File: config.mk
export PLATFORM = sky130hd
export DESIGN_NAME = timed_morse_decoder
export DESIGN_NICKNAME = d
export VERILOG_FILES = /design/src/design/tmd_pkg.sv /design/src/design/tmd_core.sv /design/src/design/tmd_result_fifo.sv /design/src/design/timed_morse_decoder.sv
export SDC_FILE = /design/constraint.sdc
export NUM_CORES = 1
export LEC_CHECK = 0
export BUFFER_PORTS_ARGS = -buffer_cell sky130_fd_sc_hd__buf_2
export CORE_MARGIN = 5
export CORE_UTILIZATION = 60
export DETAILED_ROUTE_END_ITERATION = 10
export PLACE_DENSITY = 0.78
export SYNTH_ARGS = -nofsm -noshare
export SYNTH_HDL_FRONTEND = slang
export SYNTH_SLANG_ARGS = --single-unit
File: constraint.sdc
create_clock -name clk_i -period 6.71 [get_ports clk_i]
set_clock_uncertainty 0.2 [all_clocks]
set_input_delay 1.0065 -clock clk_i [delete_from_list [all_inputs] [get_ports clk_i]]
set_output_delay 1.0065 -clock clk_i [all_outputs]
set_load 0.02 [all_outputs]
File: src/design/tmd_pkg.sv
// Shared types, constants and the Morse lookup for the timed Morse decoder.
// No dependencies; every design file imports this package.
package tmd_pkg;

  // Fixed field widths
  localparam int unsigned DOT_W   = 16;
  localparam int unsigned GAP_W   = 24;
  localparam int unsigned CHAR_W  = 7;
  localparam int unsigned CFG_W   = 24;
  localparam int unsigned CFG_IDX_W = 2;

  // Longest pattern in the table
  localparam int unsigned MAX_PATTERN = 5;

  // Result queue geometry
  localparam int unsigned FIFO_DEPTH = 4;
  localparam int unsigned FIFO_AW    = $clog2(FIFO_DEPTH);

  // Special characters
  localparam logic [CHAR_W-1:0] CHAR_QUERY = 7'h3F;
  localparam logic [CHAR_W-1:0] CHAR_SPACE = 7'h20;

  // Configuration register indexes
  typedef enum logic [CFG_IDX_W-1:0] {
    REG_DOT_LENGTH = 2'd0,
    REG_LETTER_GAP = 2'd1,
    REG_WORD_GAP   = 2'd2
  } reg_idx_e;

  // Input opcodes
  typedef enum logic {
    OP_TICK  = 1'b0,
    OP_PULSE = 1'b1
  } opcode_e;

  typedef struct packed {
    logic [DOT_W-1:0] dot_length;
    logic [GAP_W-1:0] letter_gap;
    logic [GAP_W-1:0] word_gap;
  } cfg_t;

  typedef struct packed {
    logic [CHAR_W-1:0] char_code;
    logic              last;
  } res_t;

  // Up to two results produced by one item, oldest in r0
  typedef struct packed {
    logic [1:0] n;
    res_t       r0;
    res_t       r1;
  } push_t;

  // Pattern lookup: symbol i sits at bit i, 1 = dash; unused bits are zero.
  function automatic logic [CHAR_W-1:0] tmd_lookup(input logic [2:0] len,
                                                   input logic [4:0] pat);
    logic [CHAR_W-1:0] ch;
    ch = CHAR_QUERY;
    case ({len, pat})
      {3'd2, 5'b00010}: ch = 7'h41; // A
      {3'd4, 5'b00001}: ch = 7'h42; // B
      {3'd4, 5'b00101}: ch = 7'h43; // C
      {3'd3, 5'b00001}: ch = 7'h44; // D
      {3'd1, 5'b00000}: ch = 7'h45; // E
      {3'd4, 5'b00100}: ch = 7'h46; // F
      {3'd3, 5'b00011}: ch = 7'h47; // G
      {3'd4, 5'b00000}: ch = 7'h48; // H
      {3'd2, 5'b00000}: ch = 7'h49; // I
      {3'd4, 5'b01110}: ch = 7'h4A; // J
      {3'd3, 5'b00101}: ch = 7'h4B; // K
      {3'd4, 5'b00010}: ch = 7'h4C; // L
      {3'd2, 5'b00011}: ch = 7'h4D; // M
      {3'd2, 5'b00001}: ch = 7'h4E; // N
      {3'd3, 5'b00111}: ch = 7'h4F; // O
      {3'd4, 5'b00110}: ch = 7'h50; // P
      {3'd3, 5'b00010}: ch = 7'h52; // R
      {3'd3, 5'b00000}: ch = 7'h53; // S
      {3'd1, 5'b00001}: ch = 7'h54; // T
      {3'd3, 5'b00100}: ch = 7'h55; // U
      {3'd4, 5'b01000}: ch = 7'h56; // V
      {3'd3, 5'b00110}: ch = 7'h57; // W
      {3'd4, 5'b01001}: ch = 7'h58; // X
      {3'd4, 5'b01101}: ch = 7'h59; // Y
      {3'd4, 5'b00011}: ch = 7'h5A; // Z
      {3'd5, 5'b11110}: ch = 7'h31; // 1
      {3'd5, 5'b11100}: ch = 7'h32; // 2
      {3'd5, 5'b11000}: ch = 7'h33; // 3
      {3'd5, 5'b10000}: ch = 7'h34; // 4
      {3'd5, 5'b00000}: ch = 7'h35; // 5
      {3'd5, 5'b00001}: ch = 7'h36; // 6
      {3'd5, 5'b00011}: ch = 7'h37; // 7
      {3'd5, 5'b00111}: ch = 7'h38; // 8
      {3'd5, 5'b01111}: ch = 7'h39; // 9
      {3'd5, 5'b11111}: ch = 7'h30; // 0
      default:          ch = CHAR_QUERY;
    endcase
    return ch;
  endfunction

endpackage

File: src/design/tmd_core.sv
// Decoder state and per-item logic: symbol buffer, silence counter, letter
// and space emission. Depends on tmd_pkg.
module tmd_core #(
  parameter int unsigned MAX_SYMBOLS = 10,
  parameter int unsigned TIME_WIDTH  = 24
) (
  input  logic                       clk_i,
  input  logic                       rst_ni,
  input  tmd_pkg::cfg_t              cfg_i,
  input  logic                       fire_i,
  input  logic                       opcode_i,
  input  logic [tmd_pkg::DOT_W-1:0]  pulse_length_i,
  output tmd_pkg::push_t             push_o
);
  import tmd_pkg::*;

  localparam int unsigned CNT_W = $clog2(MAX_SYMBOLS + 1);
  localparam int unsigned CMP_W = (TIME_WIDTH > GAP_W) ? TIME_WIDTH : GAP_W;

  logic [MAX_SYMBOLS-1:0] sym_bits_q, sym_bits_d;
  logic [CNT_W-1:0]       sym_cnt_q, sym_cnt_d;
  logic [TIME_WIDTH-1:0]  silence_q, silence_d;
  logic                   space_q, space_d;

  logic [TIME_WIDTH-1:0]  sil_inc;
  logic [CMP_W-1:0]       sil_ext;
  logic                   sp_fire;
  logic                   lt_fire;
  logic                   dash;
  logic [CHAR_W-1:0]      letter;

  // Saturating advance of the silence counter
  assign sil_inc = (silence_q == {TIME_WIDTH{1'b1}}) ? silence_q
                                                      : silence_q + TIME_WIDTH'(1);
  assign sil_ext = CMP_W'(sil_inc);

  assign sp_fire = space_q && (sil_ext >= CMP_W'(cfg_i.word_gap));
  assign lt_fire = (sym_cnt_q != '0) && (sil_ext >= CMP_W'(cfg_i.letter_gap));
  assign dash    = (pulse_length_i != cfg_i.dot_length);

  // Look up the buffered letter; long buffers never match
  always_comb begin
    if (sym_cnt_q > CNT_W'(MAX_PATTERN)) begin
      letter = CHAR_QUERY;
    end else begin
      letter = tmd_lookup(3'(sym_cnt_q), sym_bits_q[4:0]);
    end
  end

  // Next state and results for the item in flight
  always_comb begin
    sym_bits_d = sym_bits_q;
    sym_cnt_d  = sym_cnt_q;
    silence_d  = silence_q;
    space_d    = space_q;
    push_o     = '0;
    if (fire_i) begin
      if (opcode_i == OP_PULSE) begin
        if (sym_cnt_q == CNT_W'(MAX_SYMBOLS)) begin
          sym_bits_d = MAX_SYMBOLS'(dash);
          sym_cnt_d  = CNT_W'(1);
        end else begin
          sym_bits_d = sym_bits_q | (MAX_SYMBOLS'(dash) << sym_cnt_q);
          sym_cnt_d  = sym_cnt_q + CNT_W'(1);
        end
        silence_d = '0;
      end else begin
        silence_d = sil_inc;
        if (sp_fire) begin
          space_d = 1'b0;
        end
        if (lt_fire) begin
          sym_bits_d = '0;
          sym_cnt_d  = '0;
          space_d    = 1'b1;
        end
        push_o.n = {1'b0, sp_fire} + {1'b0, lt_fire};
        if (sp_fire) begin
          push_o.r0.char_code = CHAR_SPACE;
          push_o.r0.last      = !lt_fire;
          push_o.r1.char_code = letter;
          push_o.r1.last      = 1'b1;
        end else begin
          push_o.r0.char_code = letter;
          push_o.r0.last      = 1'b1;
        end
      end
    end
  end

  // Hold decoder state
  always_ff @(posedge clk_i or negedge rst_ni) begin
    if (!rst_ni) begin
      sym_bits_q <= '0;
      sym_cnt_q  <= '0;
      silence_q  <= '0;
      space_q    <= 1'b0;
    end else begin
      sym_bits_q <= sym_bits_d;
      sym_cnt_q  <= sym_cnt_d;
      silence_q  <= silence_d;
      space_q    <= space_d;
    end
  end

`ifndef ASSERT_OFF
  a_letter_clears: assert property (@(posedge clk_i) disable iff (!rst_ni)
    fire_i && (opcode_i == OP_TICK) && lt_fire |=> (sym_cnt_q == '0) && space_q)
    else $error("letter emission did not clear the buffer");
  a_pulse_restarts: assert property (@(posedge clk_i) disable iff (!rst_ni)
    fire_i && (opcode_i == OP_PULSE) |=> (silence_q == '0) && (sym_cnt_q != '0))
    else $error("pulse did not restart silence or buffer a symbol");
  a_count_bound: assert property (@(posedge clk_i) disable iff (!rst_ni)
    sym_cnt_q <= CNT_W'(MAX_SYMBOLS))
    else $error("symbol count beyond buffer size");
`endif

endmodule

File: src/design/tmd_result_fifo.sv
// Small result queue that takes up to two results a cycle and returns one while the output is not stalled.
// Depends on tmd_pkg.
module tmd_result_fifo (
  input  logic                        clk_i,
  input  logic                        rst_ni,
  input  tmd_pkg::push_t              push_i,
  output logic                        room_o,
  output logic                        out_valid_o,
  input  logic                        out_stall_i,
  output logic [tmd_pkg::CHAR_W-1:0]  char_code_o,
  output logic                        last_o
);
  import tmd_pkg::*;

  res_t               mem [FIFO_DEPTH];
  logic [FIFO_AW-1:0] wp_q, wp_d;
  logic [FIFO_AW-1:0] rp_q, rp_d;
  logic [FIFO_AW:0]   cnt_q, cnt_d;
  logic               pop;

  assign out_valid_o = (cnt_q != '0);
  assign pop         = out_valid_o && !out_stall_i;
  assign room_o      = (cnt_q <= (FIFO_AW + 1)'(FIFO_DEPTH - 2));
  assign char_code_o = mem[rp_q].char_code;
  assign last_o      = mem[rp_q].last;

  // Advance pointers and fill level
  always_comb begin
    wp_d  = wp_q + FIFO_AW'(push_i.n);
    rp_d  = pop ? rp_q + FIFO_AW'(1) : rp_q;
    cnt_d = cnt_q + (FIFO_AW + 1)'(push_i.n) - (FIFO_AW + 1)'(pop);
  end

  always_ff @(posedge clk_i or negedge rst_ni) begin
    if (!rst_ni) begin
      wp_q  <= '0;
      rp_q  <= '0;
      cnt_q <= '0;
    end else begin
      wp_q  <= wp_d;
      rp_q  <= rp_d;
      cnt_q <= cnt_d;
    end
  end

  // Store new results in order
  always_ff @(posedge clk_i) begin
    if (push_i.n != 2'd0) begin
      mem[wp_q] <= push_i.r0;
    end
    if (push_i.n == 2'd2) begin
      mem[wp_q + FIFO_AW'(1)] <= push_i.r1;
    end
  end

`ifndef ASSERT_OFF
  a_no_overflow: assert property (@(posedge clk_i) disable iff (!rst_ni)
    (push_i.n != 2'd0) |-> room_o)
    else $error("result pushed without room");
  a_fill_bound: assert property (@(posedge clk_i) disable iff (!rst_ni)
    cnt_q <= (FIFO_AW + 1)'(FIFO_DEPTH))
    else $error("result queue fill level out of range");
`endif

endmodule

File: src/design/timed_morse_decoder.sv
// Top level of the timed Morse decoder: configuration registers, input
// register, decoder core and result queue. Depends on tmd_pkg, tmd_core,
// tmd_result_fifo.
//
//   channel  direction  handshake                 payload
//   input    in         in_valid_i / in_stall_o   opcode_i, pulse_length_i
//   output   out        out_valid_o / out_stall_i char_code_o, last_o
//   config   in         cfg_we_i                  cfg_index_i, cfg_data_i
//
// An item is decoded from the input register once the result queue has
// room for two results; its results then join the queue in order.
// One item per cycle is sustained while the queue has room; a tick that yields
// two results fills two queue entries, and the four-entry result queue absorbs bursts.
// The input stalls while an item waits and the result queue has fewer than two free entries.
// Reset clears the symbol buffer, the silence counter and the queue, and
// loads the default dot length and gaps.
module timed_morse_decoder #(
  parameter int unsigned MAX_SYMBOLS = 10,
  parameter int unsigned TIME_WIDTH  = 24
) (
  input  logic                            clk_i,
  input  logic                            rst_ni,
  input  logic                            cfg_we_i,
  input  logic [tmd_pkg::CFG_IDX_W-1:0]   cfg_index_i,
  input  logic [tmd_pkg::CFG_W-1:0]       cfg_data_i,
  input  logic                            in_valid_i,
  output logic                            in_stall_o,
  input  logic                            opcode_i,
  input  logic [tmd_pkg::DOT_W-1:0]       pulse_length_i,
  output logic                            out_valid_o,
  input  logic                            out_stall_i,
  output logic [tmd_pkg::CHAR_W-1:0]      char_code_o,
  output logic                            last_o
);
  import tmd_pkg::*;

  cfg_t             cfg_q;
  logic             in_vld_q, in_vld_d;
  logic             op_q;
  logic [DOT_W-1:0] len_q;
  logic             room;
  logic             adv;
  logic             load;
  push_t            push;

  // Decode the registered item once the queue can take two results
  assign adv        = in_vld_q && room;
  assign in_stall_o = in_vld_q && !room;
  assign load       = in_valid_i && !in_stall_o;

  always_comb begin
    in_vld_d = in_vld_q;
    if (load) begin
      in_vld_d = 1'b1;
    end else if (adv) begin
      in_vld_d = 1'b0;
    end
  end

  // Hold configuration registers; unknown indexes are dropped
  always_ff @(posedge clk_i or negedge rst_ni) begin
    if (!rst_ni) begin
      cfg_q.dot_length <= DOT_W'(18);
      cfg_q.letter_gap <= GAP_W'(1000000);
      cfg_q.word_gap   <= GAP_W'(2000000);
    end else if (cfg_we_i) begin
      case (cfg_index_i)
        REG_DOT_LENGTH: cfg_q.dot_length <= cfg_data_i[DOT_W-1:0];
        REG_LETTER_GAP: cfg_q.letter_gap <= cfg_data_i[GAP_W-1:0];
        REG_WORD_GAP:   cfg_q.word_gap   <= cfg_data_i[GAP_W-1:0];
        default:        cfg_q            <= cfg_q;
      endcase
    end
  end

  // Input register
  always_ff @(posedge clk_i or negedge rst_ni) begin
    if (!rst_ni) begin
      in_vld_q <= 1'b0;
    end else begin
      in_vld_q <= in_vld_d;
    end
  end

  always_ff @(posedge clk_i) begin
    if (load) begin
      op_q  <= opcode_i;
      len_q <= pulse_length_i;
    end
  end

  tmd_core #(
    .MAX_SYMBOLS (MAX_SYMBOLS),
    .TIME_WIDTH  (TIME_WIDTH)
  ) u_core (
    .clk_i          (clk_i),
    .rst_ni         (rst_ni),
    .cfg_i          (cfg_q),
    .fire_i         (adv),
    .opcode_i       (op_q),
    .pulse_length_i (len_q),
    .push_o         (push)
  );

  tmd_result_fifo u_fifo (
    .clk_i       (clk_i),
    .rst_ni      (rst_ni),
    .push_i      (push),
    .room_o      (room),
    .out_valid_o (out_valid_o),
    .out_stall_i (out_stall_i),
    .char_code_o (char_code_o),
    .last_o      (last_o)
  );

endmodule

==> flow_metrics.py <==
metrics = {
    "outcome": {
        "status": "finished, final reports clean",
    },
    "worst_hold_path": {
        "worst_hold_path_type": "reg2reg",
    },
    "critical_path": {
        "cp.required_ns": 6.66,
        "worst_setup_path_start_kind": "flip-flop",
        "critPathSlowestCell": "nor4_4",
        "arrival_ns": 5.92,
        "criticalPathCategory": "reg2reg",
        "critical-path-max-stage-delay_ns": 0.55,
        "crit_fanout": 13,
        "path_cells": "and4_1 -> nand4_1 -> nor4_4 -> nor2_1 -> nand3_1 -> xnor2_1 -> ha_1 -> a2111oi_0 -> o21ai_0 -> a41oi_1 -> o21ai_0 -> buf_4 -> inv_1 -> ha_1 -> nor2b_1 -> nand2_1 -> or2_1 -> xnor2_1 -> nor2_1",
        "end_kind": "flip-flop",
    },
    "drt": {
        "dr.pass1.iters": 5,
        "vias": 6505,
        "ant_nets": 0,
        "wire_per_inst_um": 16.6,
        "drc": 0,
        "drt-initial-drc-count": 365,
        "vias_per_cell": 5.89,
        "wl_mm": 18.3,
    },
    "timing": {
        "fmax_ghz": 0.168,
        "min_period_ns": 5.97,
        "slew-limit-headroom_pct": 30.1,
        "tightest_slew_ns": 1.05,
        "setup_viol": 0,
        "finalHoldViolations": 0,
        "finalMaxSlewViolations": 0,
        "fin_tns_setup_ns": 0,
        "rsz0062_at_grt": "no",
        "setup_slack_ns": 0.743,
        "whs_ns": 0.303,
        "period_share_pct": 88.9,
    },
    "clock_network": {
        "cts_sinks": 155,
        "cts_tree": "yes",
        "clk_path_buf_depth": 2,
        "clk_latency_ns": 0.42,
        "clk_pin_slew_worst_paths_ns": 0.06,
        "ctsHoldBuffers": 0,
        "clock-root-buffer": "clkbuf_16",
        "htreeDepth": 4,
        "post_cts_resized": 0,
        "post_cts_buffers": 0,
        "cts_buffers": 17,
    },
    "floorplan": {
        "die_w_um": 133,
        "ios": 58,
        "die_y_um": 133,
        "initial_core_util_pct": 60.6,
        "coreArea_um2": 15000,
        "dieArea_um2": 17800,
        "num_rows": 45,
    },
    "layout": {
        "instances_no_fill": 1105,
        "synthToLayoutAreaGrowth_pct": 10.7,
        "n_fill_cell": 1193,
        "nets": 1009,
        "antennaDiodeCount": 0,
        "drive_gt1_share_pct": 21.6,
    },
    "yosys": {
        "ys.flop_type": "dfrtp_1",
        "synth_edf_count": 49,
        "synth_area_um2": 9120,
        "synth-seq-cells": 155,
        "synthArstFlopShare_pct": 68.4,
        "avgSynthCellArea_um2": 10.6,
        "synthCells": 862,
        "synth_largest_area_cell": "dfrtp_1",
        "synth_commonest_cells": "90 x dfrtp_1, 65 x inv_1, 65 x mux2_2, 56 x ha_1, 51 x nand2_1",
        "yosysMostFrequentCell": "dfrtp_1",
        "seq_area_frac_synth_pct": 45.5,
        "synthTopCellsByArea": "dfrtp_1 25%, edfxtp_1 16%, mux2_2 8.0%",
        "synth.distinct_cells": 71,
        "yosysWarnings": 0,
        "syn-num-nets": 967,
        "synth_top_area_share_pct": 24.7,
    },
    "placement": {
        "hpwl_mm": 13.4,
        "pre_cts_ws_ns": 0.771,
        "gp_congestion": 0.907,
        "dp.cells": 1073,
        "io_buffers": 57,
    },
    "grt": {
        "antenna_found_initial": 0,
        "grt-ovfl-total": 0,
        "grt_pass1_vias": 6490,
        "grtUsageTotal_pct": 21.8,
        "grt_pass1_wl_mm": 31.5,
        "grt_max_degree": 67,
    },
    "power": {
        "p_leak_nw": 4.39,
        "cellPowerDensity_nw_per_um2": 311,
        "vdd_drop_max_v": 0.000280,
        "total_power_mw": 3.14,
    },
    "job": {
        "maxCapViolCount": 0,
    },
}
## path summary, 6_finish.rpt
check	start	endpoint	slack, ns	depth (start not counted)
max	u_core.silence_q[17]	u_fifo.mem[2][4]	0.74	19
min in group asynchronous	rst_ni	cfg_q[48]	0.37	1
max in group asynchronous	rst_ni	u_core.sym_cnt_q[1]	4.75	2
min	cfg_q[36]	cfg_q[36]	0.30	1
max reg2reg	u_core.silence_q[17]	u_fifo.mem[2][4]	0.74	19
min reg2reg	cfg_q[36]	cfg_q[36]	0.30	1
## flip-flops by register name, indices dropped and copies added, names as in the netlist, 2 cells and up
register           flops
cfg_q                 64
len_q                 16
u_core.silence_q      24
u_core.sym_bits_q      5
u_core.sym_cnt_q       4
u_fifo.cnt_q           3
u_fifo.mem            32
u_fifo.rp_q            2
u_fifo.wp_q            2
## report_power, final
group	switching (mW)	internal [mW]	leakage, nW
combinational	0.509	0.401	2.37
clock	0.375	0.520	0.276
sequential	0.180	1.15	1.75
## worst max-delay path, delay by kind of cell (launching register included)
| family | cells | cell delay (ns) |
|---|---|---|
| simple gates | 9 | 2.30 |
| compound gates | 4 | 1.19 |
| fa+ha+maj | 2 | 0.60 |
| xor+xnor | 2 | 0.59 |
| flops | 1 | 0.47 |
| buf+inv | 2 | 0.35 |
## per-layer routing
layer	up-vias	share of wire (%)	GRT usage [%]	wire length [um]
met5	-	0	0	0
met2	137	50	36.7	9120
met4	0	1.1	5.66	196
li1	3213	-	-	-
met3	13	4.0	4.04	741
met1	3142	45	29.4	8290
## placed cells by master, fill, tap and decap left out, types with 43 or more instances in the layout
cell type and count:
o21ai_0 49, edfxtp_1 49, nor2_1 48, buf_2 56, xnor2_1 43, ha_1 56, inv_1 65, mux2_2 65
dfrtp_1 90, nand2_1 51
## logic make-up (layout without fill, tap and decap cells)
group | after synthesis | in the layout | synth area share (%)
xor+xnor | 52 | 52 | 5.00
flops | 155 | 155 | 45.5
fa+ha+maj | 57 | 57 | 7.91
compound gates | 176 | 176 | 12.5
simple gates | 235 | 235 | 13.9
buf+inv | 110 | 165 | 4.76
mux | 77 | 77 | 10.4
## area by class of cell
cell class	instances	area, um2	share of cell area, %
Clock buffer	18	439	4.35
Multi-Input combinational cell	597	4540	45.0
Timing Repair Buffer	67	363	3.60
Inverter	66	248	2.46
Tap cell	188	235	2.33
Sequential cell	155	4140	41.1
Clock inverter	14	119	1.18
## stage by stage
stage | utilization, % | cell area (um2)
global route | 67.1 | 10100
CTS | 67.1 | 10100
detailed placement | 63.4 | 9530
finish | 67.1 | 10100
floorplan | - | 9120
global placement | 63.4 | 9530
No activity file was read; power rests on OpenSTA's default activity.
